File: src/hw/rtl/dq_pkg.sv
// Package for the double-ended queue: sizes, operation codes and cell control type.
`default_nettype none

package dq_pkg;

    // Storage geometry
    localparam int DEPTH      = 16;
    localparam int DATA_WIDTH = 32;
    localparam int CNT_W      = $clog2(DEPTH + 1);

    // Fixed field widths of the request and response payloads
    localparam int OP_W   = 3;
    localparam int WORD_W = 32;
    localparam int OCC_W  = 5;

    typedef enum logic [OP_W-1:0] {
        OP_PUSH_FRONT = 3'd0,
        OP_PUSH_REAR  = 3'd1,
        OP_POP_FRONT  = 3'd2,
        OP_POP_REAR   = 3'd3,
        OP_PEEK_FRONT = 3'd4,
        OP_PEEK_REAR  = 3'd5
    } op_t;

    // Per-cycle command broadcast to every cell of the row
    typedef struct packed {
        logic push_front;
        logic push_rear;
        logic pop_front;
        logic pop_rear;
    } dq_ctrl_t;

endpackage

`default_nettype wire

File: src/hw/rtl/dq_req_if.sv
// Request channel of the double-ended queue: operation and push word.
`default_nettype none

interface dq_req_if;
    logic                                   valid;
    logic                                   ready;
    logic [dq_pkg::OP_W-1:0]                operation;
    logic [dq_pkg::WORD_W-1:0]              push_value;

    modport source (output valid, output operation, output push_value, input ready);
    modport sink   (input valid, input operation, input push_value, output ready);
endinterface

`default_nettype wire

File: src/hw/rtl/dq_rsp_if.sv
// Response channel of the double-ended queue: success flag, word read, occupancy.
`default_nettype none

interface dq_rsp_if;
    logic                                   valid;
    logic                                   ready;
    logic                                   success;
    logic [dq_pkg::WORD_W-1:0]              read_value;
    logic [dq_pkg::OCC_W-1:0]               occupancy;

    modport source (output valid, output success, output read_value, output occupancy,
                    input ready);
    modport sink   (input valid, input success, input read_value, input occupancy,
                    output ready);
endinterface

`default_nettype wire

File: src/hw/rtl/double_ended_queue.sv
// Top level of the double-ended queue: cell row, operation decode, response stage.
// The queue is a row of DEPTH cells with the front always in cell 0; one
// request can be accepted per cycle while the skid register is empty. A front
// push or pop shifts the whole row by one cell, a rear push or pop acts on the
// cell at the occupied/free boundary, and the rear word is picked by an and-or
// over the cells. Responses leave through an output register backed by a skid
// register, so a request is still accepted while one response waits; the
// request side stalls only when both are full. Each response is registered
// in the output register, or in the skid register while that one is held.
// No clearing pass is needed after reset.
`default_nettype none

module double_ended_queue (
    input  wire logic   clk,
    input  wire logic   rst_n,
    dq_req_if.sink      req,
    dq_rsp_if.source    rsp
);

    localparam int DEPTH = dq_pkg::DEPTH;
    localparam int DW    = dq_pkg::DATA_WIDTH;
    localparam int CW    = dq_pkg::CNT_W;

    typedef struct packed {
        logic                          success;
        logic [dq_pkg::WORD_W-1:0]     read_value;
        logic [dq_pkg::OCC_W-1:0]      occupancy;
    } rsp_t;

    logic [CW-1:0]       cnt_reg;
    logic [CW-1:0]       cnt_next;
    logic                full;
    logic                empty;
    logic                accept;
    dq_pkg::dq_ctrl_t    ctrl;
    logic                ok;
    logic                rd_front;
    logic                rd_rear;
    logic [DW-1:0]       push_data;
    logic [DW-1:0]       rear_data;
    logic [DW-1:0]       rd_data;
    logic [63:0]         push_ext;
    logic [63:0]         rd_ext;
    rsp_t                new_rsp;

    logic [DEPTH-1:0]    cell_valid;
    logic [DEPTH-1:0]    cell_last;
    logic [DW-1:0]       cell_data [DEPTH];
    logic [DEPTH+1:0]    chain_valid;
    logic [DW-1:0]       chain_data [DEPTH+2];

    logic                out_valid_reg;
    rsp_t                out_reg;
    logic                skid_valid_reg;
    rsp_t                skid_reg;

    assign full   = (cnt_reg == CW'(DEPTH));
    assign empty  = (cnt_reg == '0);
    assign req.ready = !skid_valid_reg;
    assign accept = req.valid && req.ready;

    assign push_ext  = 64'(req.push_value);
    assign push_data = push_ext[DW-1:0];

    // Operation decode; refused and unknown operations leave the row alone
    always_comb
    begin
        ctrl     = '0;
        ok       = 1'b0;
        rd_front = 1'b0;
        rd_rear  = 1'b0;
        cnt_next = cnt_reg;
        case (req.operation)
            dq_pkg::OP_PUSH_FRONT:
            begin
                ok = !full;
                ctrl.push_front = accept && !full;
            end
            dq_pkg::OP_PUSH_REAR:
            begin
                ok = !full;
                ctrl.push_rear = accept && !full;
            end
            dq_pkg::OP_POP_FRONT:
            begin
                ok = !empty;
                rd_front = !empty;
                ctrl.pop_front = accept && !empty;
            end
            dq_pkg::OP_POP_REAR:
            begin
                ok = !empty;
                rd_rear = !empty;
                ctrl.pop_rear = accept && !empty;
            end
            dq_pkg::OP_PEEK_FRONT:
            begin
                ok = !empty;
                rd_front = !empty;
            end
            dq_pkg::OP_PEEK_REAR:
            begin
                ok = !empty;
                rd_rear = !empty;
            end
            default:
            begin
                ok = 1'b0;
            end
        endcase
        if (ctrl.push_front || ctrl.push_rear)
        begin
            cnt_next = cnt_reg + CW'(1);
        end
        else if (ctrl.pop_front || ctrl.pop_rear)
        begin
            cnt_next = cnt_reg - CW'(1);
        end
    end

    // Neighbor links: entry 0 is the push word offered as an occupied cell,
    // entry i+1 mirrors cell i, the last entry is a free cell past the rear
    assign chain_valid[0]       = 1'b1;
    assign chain_data[0]        = push_data;
    assign chain_valid[DEPTH+1] = 1'b0;
    assign chain_data[DEPTH+1]  = '0;

    for (genvar i = 0; i < DEPTH; i++)
    begin : g_cell
        dq_cell u_cell (
            .clk        (clk),
            .rst_n      (rst_n),
            .ctrl       (ctrl),
            .prev_valid (chain_valid[i]),
            .prev_data  (chain_data[i]),
            .next_valid (chain_valid[i+2]),
            .next_data  (chain_data[i+2]),
            .push_data  (push_data),
            .valid      (cell_valid[i]),
            .data       (cell_data[i]),
            .last       (cell_last[i])
        );
        assign chain_valid[i+1] = cell_valid[i];
        assign chain_data[i+1]  = cell_data[i];
    end

    // Rear word: and-or over the single cell flagged as last
    always_comb
    begin
        rear_data = '0;
        for (int i = 0; i < DEPTH; i++)
        begin
            rear_data = rear_data | (cell_data[i] & {DW{cell_last[i]}});
        end
    end

    always_comb
    begin
        rd_data = '0;
        if (rd_front)
        begin
            rd_data = cell_data[0];
        end
        else if (rd_rear)
        begin
            rd_data = rear_data;
        end
    end

    assign rd_ext = 64'(rd_data);
    assign new_rsp.success    = ok;
    assign new_rsp.read_value = rd_ext[dq_pkg::WORD_W-1:0];
    assign new_rsp.occupancy  = dq_pkg::OCC_W'(cnt_next);

    always_ff @(posedge clk or negedge rst_n)
    begin
        if (!rst_n)
        begin
            cnt_reg <= '0;
        end
        else
        begin
            cnt_reg <= cnt_next;
        end
    end

    // Response stage: output register with a skid register behind it
    always_ff @(posedge clk or negedge rst_n)
    begin
        if (!rst_n)
        begin
            out_valid_reg  <= 1'b0;
            skid_valid_reg <= 1'b0;
        end
        else if (!out_valid_reg || rsp.ready)
        begin
            if (skid_valid_reg)
            begin
                out_valid_reg  <= 1'b1;
                skid_valid_reg <= 1'b0;
            end
            else
            begin
                out_valid_reg <= accept;
            end
        end
        else if (accept)
        begin
            skid_valid_reg <= 1'b1;
        end
    end

    always_ff @(posedge clk)
    begin
        if (!out_valid_reg || rsp.ready)
        begin
            if (skid_valid_reg)
            begin
                out_reg <= skid_reg;
            end
            else if (accept)
            begin
                out_reg <= new_rsp;
            end
        end
        else if (accept)
        begin
            skid_reg <= new_rsp;
        end
    end

    assign rsp.valid      = out_valid_reg;
    assign rsp.success    = out_reg.success;
    assign rsp.read_value = out_reg.read_value;
    assign rsp.occupancy  = out_reg.occupancy;

    // Element count tracks the occupied cells
    a_count_matches: assert property (@(posedge clk) disable iff (!rst_n)
        cnt_reg == CW'($countones(cell_valid)))
        else $error("element count differs from occupied cells");

    // Occupied cells form one run starting at the front
    a_contiguous: assert property (@(posedge clk) disable iff (!rst_n)
        ((cell_valid + DEPTH'(1)) & cell_valid) == '0)
        else $error("occupied cells not contiguous from the front");

    // At most one cell marks the rear
    a_one_rear: assert property (@(posedge clk) disable iff (!rst_n)
        $onehot0(cell_last))
        else $error("more than one rear cell");

    // Skid register only holds a response behind a full output register
    a_skid_behind_out: assert property (@(posedge clk) disable iff (!rst_n)
        skid_valid_reg |-> out_valid_reg)
        else $error("skid register filled while output register empty");

    // A refused request returns a zero word
    a_refused_zero: assert property (@(posedge clk) disable iff (!rst_n)
        (rsp.valid && !rsp.success) |-> (rsp.read_value == '0))
        else $error("refused request returned a nonzero word");

endmodule

`default_nettype wire

File: src/hw/rtl/dq_cell.sv
// One storage cell of the queue row: holds one word and a valid bit.
`default_nettype none

module dq_cell (
    input  wire logic                            clk,
    input  wire logic                            rst_n,
    input  wire dq_pkg::dq_ctrl_t                ctrl,
    input  wire logic                            prev_valid,
    input  wire logic [dq_pkg::DATA_WIDTH-1:0]   prev_data,
    input  wire logic                            next_valid,
    input  wire logic [dq_pkg::DATA_WIDTH-1:0]   next_data,
    input  wire logic [dq_pkg::DATA_WIDTH-1:0]   push_data,
    output logic                                 valid,
    output logic [dq_pkg::DATA_WIDTH-1:0]        data,
    output logic                                 last
);

    logic                            valid_reg;
    logic                            valid_next;
    logic [dq_pkg::DATA_WIDTH-1:0]   data_reg;
    logic [dq_pkg::DATA_WIDTH-1:0]   data_next;

    // Front pushes shift toward the rear, front pops shift toward the front;
    // rear operations touch only the boundary between occupied and free cells.
    always_comb
    begin
        valid_next = valid_reg;
        data_next  = data_reg;
        if (ctrl.push_front)
        begin
            valid_next = prev_valid;
            data_next  = prev_data;
        end
        else if (ctrl.pop_front)
        begin
            valid_next = next_valid;
            data_next  = next_data;
        end
        else if (ctrl.push_rear)
        begin
            if (prev_valid && !valid_reg)
            begin
                valid_next = 1'b1;
                data_next  = push_data;
            end
        end
        else if (ctrl.pop_rear)
        begin
            if (valid_reg && !next_valid)
            begin
                valid_next = 1'b0;
            end
        end
    end

    always_ff @(posedge clk or negedge rst_n)
    begin
        if (!rst_n)
        begin
            valid_reg <= 1'b0;
        end
        else
        begin
            valid_reg <= valid_next;
        end
    end

    // Payload needs no reset
    always_ff @(posedge clk)
    begin
        data_reg <= data_next;
    end

    assign valid = valid_reg;
    assign data  = data_reg;
    assign last  = valid_reg && !next_valid;

endmodule

`default_nettype wire

File: src/flat_wrapper.sv
// flat-port wrapper written by rule: the top's interface ports become plain ports
module double_ended_queue_flat 
  (clk, rst_n, req_valid, req_operation, req_push_value, req_ready, rsp_valid, rsp_success, rsp_read_value, rsp_occupancy, rsp_ready);
  dq_req_if req_i ();
  dq_rsp_if rsp_i ();
  input  wire logic clk;
  input  wire logic rst_n;
  input wire logic [$bits(req_i.valid)-1:0] req_valid;
  input wire logic [$bits(req_i.operation)-1:0] req_operation;
  input wire logic [$bits(req_i.push_value)-1:0] req_push_value;
  output wire logic [$bits(req_i.ready)-1:0] req_ready;
  output wire logic [$bits(rsp_i.valid)-1:0] rsp_valid;
  output wire logic [$bits(rsp_i.success)-1:0] rsp_success;
  output wire logic [$bits(rsp_i.read_value)-1:0] rsp_read_value;
  output wire logic [$bits(rsp_i.occupancy)-1:0] rsp_occupancy;
  input wire logic [$bits(rsp_i.ready)-1:0] rsp_ready;
  assign req_i.valid = req_valid;
  assign req_i.operation = req_operation;
  assign req_i.push_value = req_push_value;
  assign req_ready = req_i.ready;
  assign rsp_valid = rsp_i.valid;
  assign rsp_success = rsp_i.success;
  assign rsp_read_value = rsp_i.read_value;
  assign rsp_occupancy = rsp_i.occupancy;
  assign rsp_i.ready = rsp_ready;
  double_ended_queue u_core (.clk(clk), .rst_n(rst_n), .req(req_i), .rsp(rsp_i));
endmodule
File: config.mk
export PLATFORM = sky130hd
export DESIGN_NAME = double_ended_queue_flat
export DESIGN_NICKNAME = d
export VERILOG_FILES = /design/src/hw/rtl/dq_pkg.sv /design/src/hw/rtl/dq_req_if.sv /design/src/hw/rtl/dq_rsp_if.sv /design/src/hw/rtl/double_ended_queue.sv /design/src/hw/rtl/dq_cell.sv /design/src/flat_wrapper.sv
export SDC_FILE = /design/constraint.sdc
export NUM_CORES = 1
export LEC_CHECK = 0
export BUFFER_PORTS_ARGS = -buffer_cell sky130_fd_sc_hd__buf_2
export CORE_ASPECT_RATIO = 2
export CORE_MARGIN = 4
export CORE_UTILIZATION = 60
export CTS_CLUSTER_SIZE = 14
export DETAILED_ROUTE_END_ITERATION = 12
export PLACE_DENSITY = 0.74
export SLEW_MARGIN = 20
export SYNTH_ARGS = -nofsm -noshare
export SYNTH_HDL_FRONTEND = slang
export SYNTH_SLANG_ARGS = --single-unit
File: constraint.sdc
create_clock -name clk -period 4.7 [get_ports clk]
set_input_delay 0.94 -clock clk [delete_from_list [all_inputs] [get_ports clk]]
set_output_delay 0.94 -clock clk [all_outputs]
set_load 0.05 [all_outputs]
* Word-level counts from Yosys, hierarchy flattened *
Index checks and enable logic that the tools add are counted.
Widths: inputs -> output; s select.

operators by class
  add/sub/neg operators = 2
  reductions and logical operators = 114
  equality and inequality tests = 22
  multiplexer cells = 174
  bitwise operators = 32

operators with widths
  operator             number
  $mux 32              66
  $and 32x32->32       16
  $or 32x32->32        15
  $mux 1               103
  $mux 38              2
  $reduce_bool 4->1    16
  $ne 4x3->1 const B   15
  $reduce_bool 3->1    16
  $reduce_and 3->1     14
  $reduce_and 2->1     20
  $logic_not 1->1      19
  $logic_and 1x1->1    18
  $mux 5               2
  $eq 3x2->1 const B   2
  $eq 3x3->1 const B   2
  $reduce_or 2->1      3
  $add 5x1->5 const B  1
  $eq 5x5->1 const B   1
  $logic_not 5->1      1
  $sub 5x1->5 const B  1
  $reduce_bool 2->1    2
  $reduce_or 4->1      1
  $eq 3x1->1 const B   1
  $logic_not 3->1      1
  4 further kinds      6

word-level totals
  input bits = 39
  register bits after elaboration = 611
  output and inout bits = 40

* Depth between registers and ports, before layout *
  depth in word-level cells = 22
  mapped depth = 10

* By module *
From an unflattened synthesis, not the netlist that was laid out.

second synthesis, totals
  cell total of the unflattened synthesis = 3078
  area, all modules = 34804.6 um^2

modules (own cells, without submodules)
  module              seq. area each (um^2)  cells an instance  instances  area an instance (um^2)
  dq_cell             985.9                  150                16         1759.2
  double_ended_queue  2457.4                 678                1          6657.6

* Least setup slack after synthesis *
OpenSTA, ideal clock, no wires.

  kind = input-to-reg
  from = input port rsp_ready
  to = register u_core.skid_reg[0] (netlist name) (enable)
  setup time = 489 ps
  arrival = 3991 ps
  stages on the path = 2
  buffers on the path = 0
  path slack = 221 ps
  cells stage by stage = nand2b_1 > nor3b_1

on the way
  longest elaborated chain between the ends = 3

RTL lines
  element                            RTL line                   RTL
  from (decl)                        flat_wrapper.sv:16         input wire logic [$bits(rsp_i.ready)-1:0] rsp_ready;
  $logic_or 1x1->1                   double_ended_queue.sv:215  if (!out_valid_reg || rsp.ready)
  $not 1->1 (no source line)         n/a
  $reduce_and 2->1 (no source line)  n/a
  to (signal assigned)               double_ended_queue.sv:228  skid_reg <= new_rsp;
  to (decl)                          double_ended_queue.sv:55   rsp_t skid_reg;

No other way between the ends.
A chain may end at the register's enable or synchronous reset.

* Worst setup path after layout *
  from = input port req_operation[2]
  to = register u_core.g_cell[14].u_cell.data_reg (netlist bit u_core.g_cell[14].u_cell.data[12]) (enable)

on the way
  longest elaborated chain between the ends = 4

RTL lines
  element                                RTL line                  RTL
  from (decl)                            flat_wrapper.sv:9         input wire logic [$bits(req_i.operation)-1:0] req_operation;
  $eq 3x2->1 (tied with other cells)     double_ended_queue.sv:73  case (req.operation)
  $mux 1                                 double_ended_queue.sv:73
  $reduce_bool 3->1 (no source line)     n/a
  $reduce_and 2->1 (no source line) (*)  n/a
  to (signal assigned)                   dq_cell.sv:71             data_reg <= data_next;
  to (decl)                              dq_cell.sv:20             logic [dq_pkg::DATA_WIDTH-1:0] data_reg;

Mark *: on every way between the ends. The rest lies on a longest branch, timed or not.

==> qor.csv <==
stage,metric,value,unit
setup_path,critical path endpoint category,flop,
synth,cells after synthesis,2209,
sta,crit path time final,3200,ps
floorplan,I/O pin total,79,
sta,slew margin rel.,27.9,%
grt,largest net degree at the start of global routing,155,
setup_path,Buf/Inv on CP,3,
place,Final HPWL DP,62000,µm
power_and_ir_drop,Sw Pwr,4.82,mW
routing,routed wire length,102000,µm
power_and_ir_drop,switching fraction of total power,32.9,%
grt,GR Layer Usage met2,59.4,%
min_path,HP Class,in -> async,
sta,Max Fclk,313,MHz
synth,top post-synthesis cells by count,"edfxtp_1, a221o_1, nand2_1",
routing,# DRC,0,
routing,Routed WL per cell,36.1,µm
sta,clock skew,26.7,ps
sta,setup violators final,0,
sta,Worst-Margin Slew,1080,ps
power_and_ir_drop,sequential power share,46.9,%
grt,M1 GR Usage,45.4,%
setup_path,CP Max Fanout,38,
sta,Worst Slack Setup Final,1500,ps
grt,first-pass GRT wire length,148000,µm
synth,Post-synth EDFFs,588,
grt,GR Util All Layers,37.5,%
synth,main flop type after synthesis,edfxtp_1,
sta,max-slew violations,0,
place,RePlAce Congestion,0.964,
clock_network,CTS resizes,0,
synth,syn avg cell area,13.5,µm²
floorplan,Starting Density,60.6,%
clock_network,insertion delay to the later sink of the worst-skew pair,630,ps
finish,layout cells sized above 1,14.7,%
clock_network,postcts setup bufs,0,
power_and_ir_drop,LEAKAGE,10.8,nW
setup_path,crit start category,input port,
clock_network,CTS H-tree depth,2,
clock_network,maximum buffer depth of the clock tree,3,
synth,Synthesized Nets,2250,
setup_path,WP data required,5010,ps
synth,Synth Register Bits,611,
grt,initial antenna violation count,2,
power_and_ir_drop,Logic pwr share,24.9,%
synth,"top cells by area, synth","edfxtp_1, a221o_1, a22oi_1",
finish,area grow syn2layout,7.79,%
floorplan,Core Box Area,0.0492,mm²
synth,Post-synth ARST share,3.76,%
power_and_ir_drop,maximum vdd drop,0.344,mV
finish,number of fill cells in the layout,3732,
sta,fin crit share,68.0,%
power_and_ir_drop,Pint,9.82,mW
job,max_cap viols,0,
clock_network,hold buffer count at CTS,0,
place,DP Worst Slack,930,ps
floorplan,# rows,115,
synth,"Distinct cells, synth",54,
setup_path,CP Cell Sequence,"buf_2, or4b_4, nor2_2, buf_4, nand2_1, a21oi_4, buf_4",
synth,most numerous cell in the Yosys netlist,edfxtp_1,
routing,Vias,23300,
finish,nets@finish,2182,
clock_network,CTS clock-pin slew for the worst setup and hold paths,70,ps
grt,met3 global-route usage,7.15,%
setup_path,Most Frequent Cell on Critical Path,buf_4,
setup_path,crit path DAT,3510,ps
floorplan,Die Y,323,µm
floorplan,Die Area,0.0535,mm²
finish,multi-input logic area,0.0103,mm²
routing,Routed Antenna Nets,0,
grt,grt ovf,0,
floorplan,Die X,166,µm
routing,drt first pass iters,6,
sta,total negative slack,0,ps
power_and_ir_drop,clock share of power,28.2,%
grt,Top Usage Layer GRT,met2,
clock_network,CTS tree,built,
clock_network,Sink Count,611,
setup_path,CP top delay family,simple AND/OR/NAND/NOR gates,
setup_path,"slowest stage delay, CP",710,ps
power_and_ir_drop,Overall Power,14.6,mW
finish,final core utilization,65.3,%
setup_path,kind of critical path,in -> reg,
finish,Storage cell area,0.0182,mm²
routing,Iter 0 DRT Violations,3907,
setup_path,"Slowest-stage cell, CP",a21oi_4,
synth,cell taking the most area after synthesis,edfxtp_1,
outcome,status,finished clean,
clock_network,Root Buffer,clkbuf_16,
sta,Fin. Hold Viols,0,
synth,Yosys top cell area share,59.2,%
grt,vias in the first global route,22800,
synth,Synth Cell Area,0.0298,mm²
place,IO Port Bufs,78,
finish,max FFs per register,512,
clock_network,TritonCTS Buffers,53,
synth,synth warn,0,
sta,Min Hold Slack,305,ps
power_and_ir_drop,total power divided by cell area,456,mW/mm²
routing,vias per cell,8.28,
synth,"Seq/Total Area, Yosys",61.2,%
sta,RSZ-0062 raised after global routing,no,
[worst paths after layout]
| check | start | slack [ps] | cells past startpoint | to |
|---|---|---|---|---|
| hold reg to reg | u_core.skid_reg[37]$_DFFE_PP_ | 550 | 1 | u_core.rsp.success$_DFFE_PP_ |
| min in group clk | u_core.skid_reg[37]$_DFFE_PP_ | 550 | 1 | u_core.rsp.success$_DFFE_PP_ |
| setup reg to reg | u_core.cnt_reg[0]$_DFF_PN0_ | 1550 | 8 | u_core.g_cell[14].u_cell.data[12]$_DFFE_PP_ |
| max in group asynchronous | rst_n | 4000 | 1 | u_core.g_cell[15].u_cell.valid$_DFFE_PN0P_ |
| setup / recovery | req_operation[2] | 1500 | 7 | u_core.g_cell[14].u_cell.data[12]$_DFFE_PP_ |
| hold / removal | rst_n | 300 | 1 | u_core.rsp.valid$_DFFE_PN0N_ |
[per-stage QoR]
step                cell area [µm²]  cells
floorplan                     29800   2209
global placement              30600   2729
detailed placement            30600   2729
CTS                           32100   2816
global route                  32100   2816
finish                        32100   2817
[layout make-up]
class	count	area share [%]
clock buffers	71	4.34
inverters	4	0.0467
multi-input cells	1305	32.0
flip-flops and latches	611	56.8
diodes	1	0.00779
repair buffers	166	4.02
clock inverters	16	0.347
well taps	643	2.50
[kinds of logic (layout without fill, tap and decap cells)]
kind of cell / Yosys count / in the layout / synth area share, %
XOR/XNOR: 4 / 4 / 0.118
AO/OA/AOI/OAI: 921 / 921 / 26.5
flip-flops: 611 / 611 / 61.2
other: 0 / 1 / 0
buffers and inverters: 293 / 257 / 5.38
multiplexers: 7 / 7 / 0.265
adder cells (fa/ha/maj): 2 / 2 / 0.0840
AND/OR/NAND/NOR: 371 / 371 / 6.52
[power by group through the flow]
stage | clock (mW) | combinational (mW) | sequential [mW]
finish | 4.13 | 3.65 | 6.86
floorplan | 0 | 2.10 | 6.98
global route | 4.37 | 3.77 | 6.88
CTS | 4.14 | 3.53 | 6.84
detailed placement | 0 | 3.52 | 6.95
global placement | 0 | 3.45 | 6.94
[worst reg2reg max path, cell delays in order (launching register included)]
cell,delay (ps)
dfrtp_1,440
inv_1,70
ha_1,230
and4bb_2,300
nor2_2,160
buf_4,420
nand2_1,200
a21oi_4,710
buf_4,330
[layout by cell type (no fill, tap or decap), types with 6 or more instances in the layout]
cell       Yosys  final
nor2_1        16     12
a21o_1        32     32
nor4_1        10     10
dfrtp_1       23     19
mux2_2         7      7
clkinv_2       0      8
a21oi_1       46     30
nand4_1       13     13
clkbuf_16      0     53
and4_1        15     15
buf_2         24     77
a221o_1      479    479
clkbuf_1     165     18
nor2b_4        0      9
a21boi_0       6      6
nand2_1      228    228
a221oi_1      54     54
nand3b_1      14     14
and3_4        30     30
nor3_1        10      8
buf_12         0     19
buf_4          0     70
o22ai_1       39     39
a22oi_1      116    116
a32o_1         7      7
edfxtp_1     588    588
a22o_1        44     44
o21ai_0       85     85
a21oi_4        0     16
[routing by layer]
metal,wire length [µm],vias to the layer above
li1,-,9249
met1,33100,11500
met2,48500,2116
met3,10900,511
met4,9150,0
met5,0,-
Note: power is estimated with default switching activity, not from simulation.
